--- src/sv/gha_pkg.sv ---
// Shared types and codes of the generational handle allocator.
// No dependencies.
package gha_pkg;

	typedef enum logic [2:0] {
		MODE_CREATE  = 3'd0,
		MODE_DESTROY = 3'd1,
		MODE_PROCESS = 3'd2,
		MODE_CHECK   = 3'd3,
		MODE_DESTROY_ALL = 3'd4
	} mode_t;

	typedef enum logic [2:0] {
		KIND_GRANTED   = 3'd0,
		KIND_CREATED   = 3'd1,
		KIND_DESTROYED = 3'd2,
		KIND_VALIDITY  = 3'd3,
		KIND_REJECTED  = 3'd4,
		KIND_DONE      = 3'd5
	} kind_t;

	localparam int unsigned CAPACITY = 64;
	localparam int unsigned VERSION_BITS = 16;
	localparam int unsigned ID_W = $clog2(CAPACITY) + 1;
	localparam int unsigned GEN_W = VERSION_BITS;

	typedef enum logic [2:0] {
		ST_IDLE,
		ST_READ,
		ST_EXEC,
		ST_WALK_RD,
		ST_WALK_EX,
		ST_WALK_END,
		ST_OUT
	} state_t;

	typedef struct packed {
		logic [2:0]       mode;
		logic [ID_W-1:0]  handle_id;
		logic [GEN_W-1:0] handle_gen;
		logic             finalize_ok;
	} in_word_t;

	typedef struct packed {
		logic [2:0]       kind;
		logic [ID_W-1:0]  out_id;
		logic [GEN_W-1:0] out_gen;
		logic             is_valid;
		logic [ID_W-1:0]  live_count;
		logic             last;
	} out_word_t;

endpackage

--- src/sv/gha_if.sv ---
// Valid/ready channel interfaces for input and result words.
// Depends on gha_pkg.
interface gha_in_if import gha_pkg::*; ();
	logic     valid;
	logic     ready;
	in_word_t data;
	modport source (output valid, output data, input ready);
	modport sink (input valid, input data, output ready);
endinterface

interface gha_out_if import gha_pkg::*; ();
	logic      valid;
	logic      ready;
	out_word_t data;
	modport source (output valid, output data, input ready);
	modport sink (input valid, input data, output ready);
endinterface

--- src/sv/gha_ram.sv ---
// Generic single-port-write, single-port-read RAM with registered read.
// No dependencies.
module gha_ram #(
	parameter int unsigned WIDTH = 8,
	parameter int unsigned DEPTH = 16
) (
	input  logic                     clk,
	input  logic                     we,
	input  logic [$clog2(DEPTH)-1:0] waddr,
	input  logic [WIDTH-1:0]         wdata,
	input  logic [$clog2(DEPTH)-1:0] raddr,
	output logic [WIDTH-1:0]         rdata
);
	logic [WIDTH-1:0] mem [DEPTH];

	always_ff @(posedge clk) begin
		if (we) begin
			mem[waddr] <= wdata;
		end
		rdata <= mem[raddr];
	end
endmodule

--- src/sv/generational_handle_allocator.sv ---
// Generational handle allocator: slot map with FIFO free list and command queue.
// Depends on gha_pkg, gha_if, gha_ram.
//
// Usage:
//  - req (sink): one word per operation: mode, handle_id, handle_gen, finalize_ok.
//  - rsp (source): result words; last marks the final word of a request.
// One request is handled at a time. Create, destroy and check pass a read
// state on the slot and queue memories and an execute state that writes back
// and loads the result register; the next request is taken the cycle after
// the result word leaves. Process reads the command word, then its slot,
// before executing; on an empty queue it answers after the command read.
// Unknown modes and a refused destroy-all answer from the read state.
// Destroy-all passes the read state, a read and an execute state per used
// slot and a closing state; each destroyed word is held until the next valid
// slot turns up or the walk ends.
// Slot versions and flags sit in one memory; per-slot valid bits give the
// zero reset, so reset takes effect at once with no clearing pass.
// When the receiver stalls, the result register holds its word and the
// block takes no new request and does not advance a walk.
module generational_handle_allocator
	import gha_pkg::*;
#(
	parameter int unsigned QUEUE_DEPTH = 16
) (
	input  logic clk,
	input  logic arst_n,
	gha_in_if.sink    req,
	gha_out_if.source rsp
);
	localparam int unsigned IW = $clog2(CAPACITY);
	localparam int unsigned QW = $clog2(QUEUE_DEPTH);
	localparam int unsigned CW = IW + 1;
	localparam int unsigned FW = QW + 1;
	localparam int unsigned SW = VERSION_BITS + 3;
	localparam int unsigned CMW = 1 + IW + VERSION_BITS;

	// slot word: {flags[2:0] (destroy, active, valid), version}
	logic           slot_we;
	logic [IW-1:0]  slot_wa, slot_ra;
	logic [SW-1:0]  slot_wd, slot_rd;
	logic [CAPACITY-1:0] written_q;
	logic           nf_we;
	logic [IW-1:0]  nf_wa, nf_ra, nf_wd, nf_rd;
	logic           cq_we;
	logic [QW-1:0]  cq_wa, cq_ra;
	logic [CMW-1:0] cq_wd, cq_rd;

	gha_ram #(.WIDTH(SW), .DEPTH(CAPACITY)) u_slot (
		.clk, .we(slot_we), .waddr(slot_wa), .wdata(slot_wd),
		.raddr(slot_ra), .rdata(slot_rd));
	gha_ram #(.WIDTH(IW), .DEPTH(CAPACITY)) u_next (
		.clk, .we(nf_we), .waddr(nf_wa), .wdata(nf_wd),
		.raddr(nf_ra), .rdata(nf_rd));
	gha_ram #(.WIDTH(CMW), .DEPTH(QUEUE_DEPTH)) u_cmdq (
		.clk, .we(cq_we), .waddr(cq_wa), .wdata(cq_wd),
		.raddr(cq_ra), .rdata(cq_rd));

	state_t state_q, state_d;
	in_word_t  in_q;
	out_word_t out_q, out_d;
	out_word_t pend_q, pend_d;
	logic      out_v_q, out_load;
	logic [IW-1:0] free_head_q, free_tail_q, rd_idx_q, walk_q;
	logic      free_empty_q, any_q, rd_wr_q;
	logic [CW-1:0] used_q, active_q;
	logic [QW-1:0] rp_q, wp_q;
	logic [FW-1:0] fill_q;

	// next-cycle register values
	logic [IW-1:0] free_head_d, free_tail_d, walk_d, rd_idx_d;
	logic          free_empty_d, any_d;
	logic [CW-1:0] used_d, active_d;
	logic [QW-1:0] rp_d, wp_d;
	logic [FW-1:0] fill_d;

	// decoded read data
	logic [VERSION_BITS-1:0] s_ver;
	logic [2:0]    s_flg;
	logic          c_dst;
	logic [IW-1:0] c_idx;
	logic [VERSION_BITS-1:0] c_ver;
	logic          hv, stale, rd_go;

	assign s_ver = rd_wr_q ? slot_rd[VERSION_BITS-1:0] : '0;
	assign s_flg = rd_wr_q ? slot_rd[SW-1:VERSION_BITS] : 3'b000;
	assign {c_dst, c_idx, c_ver} = cq_rd;
	assign hv = (in_q.handle_id != '0) && (in_q.handle_id <= used_q)
		&& s_flg[0] && !s_flg[2]
		&& (s_ver == in_q.handle_gen);
	assign stale = ({1'b0, c_idx} >= used_q) || !s_flg[0] || (s_ver != c_ver);

	assign req.ready = (state_q == ST_IDLE) && !out_v_q;
	assign rsp.valid = out_v_q;
	assign rsp.data = out_q;
	assign rd_go = !out_v_q || rsp.ready;

	always_ff @(posedge clk or negedge arst_n) begin
		if (!arst_n) begin
			state_q <= ST_IDLE;
			out_v_q <= 1'b0;
			free_head_q <= '0;
			free_tail_q <= '0;
			free_empty_q <= 1'b1;
			used_q <= '0;
			active_q <= '0;
			rp_q <= '0;
			wp_q <= '0;
			fill_q <= '0;
			walk_q <= '0;
			any_q <= 1'b0;
			written_q <= '0;
		end else begin
			state_q <= state_d;
			free_head_q <= free_head_d;
			free_tail_q <= free_tail_d;
			free_empty_q <= free_empty_d;
			used_q <= used_d;
			active_q <= active_d;
			rp_q <= rp_d;
			wp_q <= wp_d;
			fill_q <= fill_d;
			walk_q <= walk_d;
			any_q <= any_d;
			if (slot_we) begin
				written_q[slot_wa] <= 1'b1;
			end
			if (out_load) begin
				out_v_q <= 1'b1;
			end else if (rsp.ready) begin
				out_v_q <= 1'b0;
			end
		end
	end

	always_ff @(posedge clk) begin
		if (req.valid && req.ready) begin
			in_q <= req.data;
		end
		if (out_load) begin
			out_q <= out_d;
		end
		pend_q <= pend_d;
		rd_idx_q <= rd_idx_d;
		rd_wr_q <= written_q[rd_idx_d];
	end

	function automatic out_word_t mk(kind_t k, logic [ID_W-1:0] id,
			logic [GEN_W-1:0] g, logic v, logic [CW-1:0] live, logic lst);
		out_word_t o;
		o.kind = k;
		o.out_id = id;
		o.out_gen = g;
		o.is_valid = v;
		o.live_count = ID_W'(live);
		o.last = lst;
		return o;
	endfunction

	always_comb begin
		logic [IW-1:0] idx;
		logic [CW-1:0] idp1;
		state_d = state_q;
		free_head_d = free_head_q;
		free_tail_d = free_tail_q;
		free_empty_d = free_empty_q;
		used_d = used_q;
		active_d = active_q;
		rp_d = rp_q;
		wp_d = wp_q;
		fill_d = fill_q;
		walk_d = walk_q;
		any_d = any_q;
		pend_d = pend_q;
		rd_idx_d = rd_idx_q;
		out_load = 1'b0;
		out_d = mk(KIND_REJECTED, '0, '0, 1'b0, active_q, 1'b1);
		slot_we = 1'b0;
		slot_wa = rd_idx_q;
		slot_wd = '0;
		nf_we = 1'b0;
		nf_wa = free_tail_q;
		nf_wd = '0;
		nf_ra = free_head_q;
		cq_we = 1'b0;
		cq_wa = wp_q;
		cq_wd = '0;
		cq_ra = rp_q;
		idx = '0;
		idp1 = '0;
		slot_ra = rd_idx_d;
		case (state_q)
			ST_IDLE: begin
				if (req.valid && req.ready) begin
					state_d = ST_READ;
				end
			end
			ST_READ: begin
				// choose slot to read for this request
				case (in_q.mode)
					MODE_CREATE:  rd_idx_d = free_empty_q ? IW'(used_q) : free_head_q;
					MODE_DESTROY, MODE_CHECK: rd_idx_d = IW'(in_q.handle_id - 1'b1);
					MODE_PROCESS: rd_idx_d = rd_idx_q;
					default:      rd_idx_d = '0;
				endcase
				if (in_q.mode == MODE_DESTROY_ALL) begin
					if (fill_q != '0) begin
						out_load = 1'b1;
						state_d = ST_IDLE;
					end else begin
						active_d = '0;
						walk_d = '0;
						any_d = 1'b0;
						state_d = ST_WALK_RD;
					end
				end else if (in_q.mode == MODE_PROCESS) begin
					// command word first, slot afterwards
					state_d = ST_OUT;
				end else if (in_q.mode > MODE_DESTROY_ALL) begin
					out_load = 1'b1;
					state_d = ST_IDLE;
				end else begin
					state_d = ST_EXEC;
				end
				slot_ra = rd_idx_d;
			end
			ST_OUT: begin
				// queue head now available; read its slot
				rd_idx_d = c_idx;
				slot_ra = c_idx;
				if (fill_q == '0) begin
					out_d = mk(KIND_DONE, '0, '0, 1'b0, active_q, 1'b1);
					out_load = 1'b1;
					state_d = ST_IDLE;
				end else begin
					state_d = ST_EXEC;
				end
			end
			ST_EXEC: begin
				idx = rd_idx_q;
				idp1 = CW'(idx) + 1'b1;
				state_d = ST_IDLE;
				out_load = 1'b1;
				case (in_q.mode)
					MODE_CREATE: begin
						if (fill_q >= FW'(QUEUE_DEPTH)
								|| (free_empty_q && used_q >= CW'(CAPACITY))) begin
							out_d = mk(KIND_REJECTED, '0, '0, 1'b0, active_q, 1'b1);
						end else begin
							if (free_empty_q) begin
								used_d = used_q + 1'b1;
							end else if (free_head_q == free_tail_q) begin
								free_empty_d = 1'b1;
							end else begin
								free_head_d = nf_rd;
							end
							slot_we = 1'b1;
							slot_wd = {s_flg | 3'b001, s_ver};
							cq_we = 1'b1;
							cq_wd = {1'b0, idx, s_ver};
							wp_d = wp_q + 1'b1;
							fill_d = fill_q + 1'b1;
							out_d = mk(KIND_GRANTED, ID_W'(idp1), GEN_W'(s_ver), 1'b0,
								active_q, 1'b1);
						end
					end
					MODE_DESTROY: begin
						if (fill_q >= FW'(QUEUE_DEPTH) || !hv) begin
							out_d = mk(KIND_REJECTED, in_q.handle_id, in_q.handle_gen,
								1'b0, active_q, 1'b1);
						end else begin
							slot_we = 1'b1;
							slot_wd = {s_flg | 3'b100, s_ver};
							cq_we = 1'b1;
							cq_wd = {1'b1, idx, s_ver};
							wp_d = wp_q + 1'b1;
							fill_d = fill_q + 1'b1;
							out_d = mk(KIND_DONE, in_q.handle_id, in_q.handle_gen,
								1'b0, active_q, 1'b1);
						end
					end
					MODE_CHECK: begin
						out_d = mk(KIND_VALIDITY, in_q.handle_id, in_q.handle_gen,
							hv, active_q, 1'b1);
					end
					default: begin
						// process a queued command
						rp_d = rp_q + 1'b1;
						fill_d = fill_q - 1'b1;
						if (stale) begin
							out_d = mk(KIND_REJECTED, ID_W'(idp1), GEN_W'(c_ver), 1'b0,
								active_q, 1'b1);
						end else if (!c_dst) begin
							if (!in_q.finalize_ok) begin
								if (!s_flg[2]) begin
									slot_we = 1'b1;
									slot_wd = {s_flg | 3'b100, s_ver};
									cq_we = 1'b1;
									cq_wd = {1'b1, idx, s_ver};
									wp_d = wp_q + 1'b1;
									fill_d = fill_q;
								end
								out_d = mk(KIND_REJECTED, ID_W'(idp1), GEN_W'(c_ver),
									1'b0, active_q, 1'b1);
							end else begin
								if (!s_flg[1]) begin
									slot_we = 1'b1;
									slot_wd = {s_flg | 3'b010, s_ver};
									active_d = active_q + 1'b1;
								end
								out_d = mk(KIND_CREATED, ID_W'(idp1), GEN_W'(c_ver),
									1'b0, active_d, 1'b1);
							end
						end else begin
							if (s_flg[1] && active_q != '0) begin
								active_d = active_q - 1'b1;
							end
							slot_we = 1'b1;
							slot_wd = {3'b000, s_ver + 1'b1};
							if (free_empty_q) begin
								free_head_d = idx;
								free_empty_d = 1'b0;
							end else begin
								nf_we = 1'b1;
								nf_wd = idx;
							end
							free_tail_d = idx;
							out_d = mk(KIND_DESTROYED, ID_W'(idp1), GEN_W'(c_ver), 1'b0,
								active_d, 1'b1);
						end
					end
				endcase
			end
			ST_WALK_RD: begin
				rd_idx_d = walk_q;
				slot_ra = walk_q;
				if (used_q == '0) begin
					out_d = mk(KIND_DONE, '0, '0, 1'b0, '0, 1'b1);
					out_load = 1'b1;
					state_d = ST_IDLE;
				end else begin
					state_d = ST_WALK_EX;
				end
			end
			ST_WALK_EX: begin
				idx = rd_idx_q;
				idp1 = CW'(idx) + 1'b1;
				if (rd_go) begin
					// relink the free list in slot order
					nf_we = (idp1 < used_q);
					nf_wa = idx;
					nf_wd = IW'(idp1);
					if (s_flg[0]) begin
						slot_we = 1'b1;
						slot_wd = {3'b000, s_ver + 1'b1};
						// held word is not the last one: send it, hold this slot's
						if (any_q) begin
							out_load = 1'b1;
							out_d = pend_q;
						end
						any_d = 1'b1;
						pend_d = mk(KIND_DESTROYED, ID_W'(idp1), GEN_W'(s_ver), 1'b0,
							'0, 1'b0);
					end
					if (idp1 == used_q) begin
						free_head_d = '0;
						free_tail_d = idx;
						free_empty_d = 1'b0;
						state_d = ST_WALK_END;
					end else begin
						walk_d = walk_q + 1'b1;
						state_d = ST_WALK_RD;
					end
				end
			end
			ST_WALK_END: begin
				if (rd_go) begin
					out_load = 1'b1;
					if (any_q) begin
						out_d = pend_q;
						out_d.last = 1'b1;
					end else begin
						out_d = mk(KIND_DONE, '0, '0, 1'b0, '0, 1'b1);
					end
					state_d = ST_IDLE;
				end
			end
			default: state_d = ST_IDLE;
		endcase
	end

`ifndef SYNTHESIS
	a_fill_bound: assert property (@(posedge clk) disable iff (!arst_n)
		fill_q <= FW'(QUEUE_DEPTH))
		else $error("command queue overfilled");
	a_used_bound: assert property (@(posedge clk) disable iff (!arst_n)
		used_q <= CW'(CAPACITY))
		else $error("slot count beyond capacity");
	a_no_req_busy: assert property (@(posedge clk) disable iff (!arst_n)
		(req.valid && req.ready) |=> (state_q == ST_READ))
		else $error("accepted word not started");
	a_active_le_used: assert property (@(posedge clk) disable iff (!arst_n)
		active_q <= used_q)
		else $error("active count above used slots");
`endif
endmodule
--- src/flat_wrapper.sv ---
// flat-port wrapper written by rule: the top's interface ports become plain ports
module generational_handle_allocator_flat import gha_pkg::*;
#(
	parameter int unsigned QUEUE_DEPTH = 16
)
  (clk, arst_n, req_valid, req_data, req_ready, rsp_valid, rsp_data, rsp_ready);
  gha_in_if req_i ();
  gha_out_if rsp_i ();
  input  logic clk;
  input  logic arst_n;
  input wire logic [$bits(req_i.valid)-1:0] req_valid;
  input wire logic [$bits(req_i.data)-1:0] req_data;
  output wire logic [$bits(req_i.ready)-1:0] req_ready;
  output wire logic [$bits(rsp_i.valid)-1:0] rsp_valid;
  output wire logic [$bits(rsp_i.data)-1:0] rsp_data;
  input wire logic [$bits(rsp_i.ready)-1:0] rsp_ready;
  assign req_i.valid = req_valid;
  assign req_i.data = req_data;
  assign req_ready = req_i.ready;
  assign rsp_valid = rsp_i.valid;
  assign rsp_data = rsp_i.data;
  assign rsp_i.ready = rsp_ready;
  generational_handle_allocator #(.QUEUE_DEPTH(QUEUE_DEPTH)) u_core (.clk(clk), .arst_n(arst_n), .req(req_i), .rsp(rsp_i));
endmodule
--- config.mk ---
export PLATFORM = sky130hd
export DESIGN_NAME = generational_handle_allocator_flat
export DESIGN_NICKNAME = d
export VERILOG_FILES = /design/src/sv/gha_pkg.sv /design/src/sv/gha_if.sv /design/src/sv/gha_ram.sv /design/src/sv/generational_handle_allocator.sv /design/src/flat_wrapper.sv
export SDC_FILE = /design/constraint.sdc
export NUM_CORES = 2
export LEC_CHECK = 0
export BUFFER_PORTS_ARGS = -buffer_cell sky130_fd_sc_hd__buf_2
export CELL_PAD_IN_SITES_DETAIL_PLACEMENT = 1
export CELL_PAD_IN_SITES_GLOBAL_PLACEMENT = 1
export CORE_ASPECT_RATIO = 0.8
export CORE_MARGIN = 2
export CORE_UTILIZATION = 30
export DETAILED_ROUTE_END_ITERATION = 8
export HOLD_SLACK_MARGIN = 0.15
export PLACE_DENSITY_LB_ADDON = 0.1
export SYNTH_ARGS = -nofsm -noshare
export SYNTH_HDL_FRONTEND = slang
export SYNTH_SLANG_ARGS = --single-unit
--- constraint.sdc ---
create_clock -name clk -period 6 [get_ports clk]
set_input_delay 1.2 -clock clk [delete_from_list [all_inputs] [get_ports clk]]
set_output_delay 1.2 -clock clk [all_outputs]
set_load 0.03 [all_outputs]
==> impl_metrics.yaml <==
outcome:
  outcome: "completed"
power:
  switchingPower_mw: 15.53
  ir_drop_uv: 279.3
  comb_power_share_pct: 27.3
  total_leakage_power_nw: 31.83
  p_int_mw: 29.36
  p_per_area_nw_per_um2: 430.1
  seqPwrFrac_pct: 40.2
  swShare_pct: 34.59
  clkPwrFrac_pct: 32.5
timing:
  post-route-period-util_pct: 88.47
  relSlewSlack_pct: 17.39
  slew_viol_final: 0
  setup_violations: 0
  fin_crit_ps: 5308
  timing.fmax_ghz: 0.1884
  fin_worst_skew_ps: 72.89
  hold_viol_final: 0
  worst_pin_slew_ps: 1235
  finalSetupTns_ps: 0
  rsz0062_at_grt: "no"
setup_path:
  crit_fanout: 29
  setup.worst_path.end_class: "flip-flop"
  crit_arrival_ps: 5860
  slowest_delay_ps: 1070
  startpoint_type: "flip-flop"
  slowest_stage: "o41ai_2"
  crit_chain: "or3_1 -> nor2_1 -> a2111oi_0 -> or2_1 -> inv_2 -> nand2_4 -> buf_12 -> a221oi_1 -> o41ai_2 -> nand4_1"
  cp.required_ps: 6550
  path_class: "reg2reg"
die:
  die_w_um: 615.6
  pin_count: 68
  die_area_um2: 303600
  rows: 179
  core_um2: 297400
  die_h_um: 493.2
  floorplan.initialDensity_pct: 30.18
layout:
  syn_to_final_growth_pct: 16.29
  fill_cells: 30040
  multi_input_area_um2: 22770
  drive_above_1_share_pct: 21.03
  mostFrequentLayoutCell: "edfxtp_1"
  stdcell_count: 9876
  nets: 5763
  register_area_um2: 65650
  mostFrequentLayoutCells: "edfxtp_1, nand2_1, a21oi_1"
logic_synthesis:
  synth_top_family_by_area: "multiplexers"
  ys_types: 89
  ys_warn_count: 0
  async_flop_share_pct: 5.173
  ys.flop_type: "edfxtp_1"
  yosys.area_share.adder_pct: 0.5381
  synthMuxAreaShare_pct: 9.653
  syn_inst: 5446
  yosys.area_share.simple_pct: 5.747
  avgSynthCellArea_um2: 16.48
  synth_compound_gate_area_share_pct: 8.011
  synth_xor_area_share_pct: 0.5952
  syn-num-nets: 5515
  ys_ff_latch: 2223
  synth_edf_count: 2053
  synth-seq-area-share_pct: 73.12
  syn_area_um2: 89760
cts:
  path_clk_slew_ps: 70
  cts_max_path_buffers: 4
  h-tree-depth: 4
  clock-sinks: 2223
  hold_buffers: 0
  cts_tree: "yes"
  ctsRootBufferMaster: "clkbuf_16"
  cts_setup_buffers: 0
  worstSkewPairLatency_ps: 920
  cts_buffers: 241
  cts_resized: 0
grt:
  grt_max_degree: 112
  grt_usage_pct: 19.64
  antenna_found_initial: 11
  grt_pass1_vias: 52780
  grt_overflow: 0
  grt_pass1_wl_um: 426800
detailed_routing:
  vias: 51440
  drt-met1-wl_um: 144600
  drc: 0
  dr.pass1.iters: 6
  wl_met3_um: 11700
  routedWlPerCell_um: 30.68
  drtIter0Drc: 4809
  routed.top_layer: "met4"
  wl_met2_um: 140000
  vias_per_cell: 5.208
  wl_um: 303000
  antenna_left: 0
placement:
  gp_congestion: 0.8011
  dpl.hpwl_um: 191200
  io_buffers: 67
  place_inst: 9433
job:
  maxCapViolCount: 0
worst_hold_path:
  hold_class: "in2async"
## state kept, by name (all words and copies together) (netlist names), 7 cells and up
signal / count
u_core.u_cmdq.rdata: 23
u_core.u_next.mem: 384
u_core.u_slot.rdata: 19
u_core.u_cmdq.mem: 368
u_core.u_slot.mem: 1216
u_core.pend_q: 23
u_core.used_q: 7
u_core.active_q: 7
u_core.rsp.data: 35
u_core.written_q: 64
u_core.in_q: 27
## critical path, delay by kind of cell, from the launching register on
kind                   cells  cell delay, ps
AND/OR/NAND/NOR            5            2310
flip-flops                 1             610
buffers and inverters      2             470
AO/OA/AOI/OAI              3            1560
## power groups by stage
stage                     Clock (mW)  Combinational [mW]  Sequential, mW
after floorplan                    0                7.26            18.1
after CTS                       15.0                12.5            18.1
after global placement             0                12.4            18.4
final                           14.6                12.3            18.0
after global routing            15.5                13.0            18.1
after detailed placement           0                12.4            18.4
## synthesized netlist by cell type (all sizes together), types with 37 or more instances
cell type,number,area share (%)
buf,224,1.5
edfxtp,2053,69
a31o,78,0.76
a221oi,238,2.3
nand3,85,0.47
dfxtp,55,1.2
ha,37,0.52
xnor2,45,0.44
inv,55,0.23
clkbuf,148,0.62
a32oi,41,0.40
o41ai,59,0.67
nand2,578,2.4
mux4,241,6.0
mux2i,302,3.4
nor2,161,0.68
a21oi,348,2.0
o21ai,83,0.46
nor3,105,0.60
dfrtp,114,3.2
## path summary, 6_finish.rpt
path,start,endpoint,slack (ps),depth (start not counted)
min in group clk,u_core.written_q[35],u_core.written_q[35],470,1
worst max-delay path,u_core.in_q[26],u_core.u_slot.rdata[16],690,10
worst min-delay path,arst_n,u_core.cq_wa[1],310,1
worst max register to register,u_core.in_q[26],u_core.u_slot.rdata[16],690,10
worst min register to register,u_core.written_q[35],u_core.written_q[35],470,1
max in group asynchronous,arst_n,u_core.written_q[10],4340,2
## layout make-up
cell class                      instances  area share, %
Clock buffer                          302          6.066
Tap cell                             3982          4.773
Clock inverter                        134          1.123
Sequential cell                      2223          62.89
Inverter                               57         0.2134
Antenna cell                            7        0.01678
Timing Repair Buffer                  377          3.096
Multi-Input combinational cell       2794          21.82
## logic make-up (layout without fill, tap and decap cells)
kind of cell	Yosys count	in the layout
AO/OA/AOI/OAI	1001	1001
adder cells (fa/ha/maj)	38	38
AND/OR/NAND/NOR	1132	1132
other	0	7
multiplexers	562	562
XOR/XNOR	61	61
flip-flops	2223	2223
buffers and inverters	429	870
## layer usage
| metal | vias to the layer above | track usage, % |
|---|---|---|
| li1 | 22300 | - |
| met1 | 27710 | 28.95 |
| met2 | 1102 | 31.05 |
| met3 | 325 | 2.273 |
| met4 | 0 | 4.389 |
| met5 | - | 0 |
## per-stage QoR
stage          setup WS [ps]  total power [mW]  hold WS, ps  utilization [%]  instance area, um^2
6_report               691.5             44.89        307.7            35.09               104400
5_1_grt                452.3             46.63        333.6            35.09               104400
4_1_cts                814.5             45.50        294.4            35.09               104400
3_5_place_dp           861.1             30.81        453.7            32.57                96860
3_3_place_gp           741.0             30.78        448.4            32.57                96860
2_1_floorplan          878.0             25.31        440.8                -                89760
No activity file was read; power rests on OpenSTA's default activity.
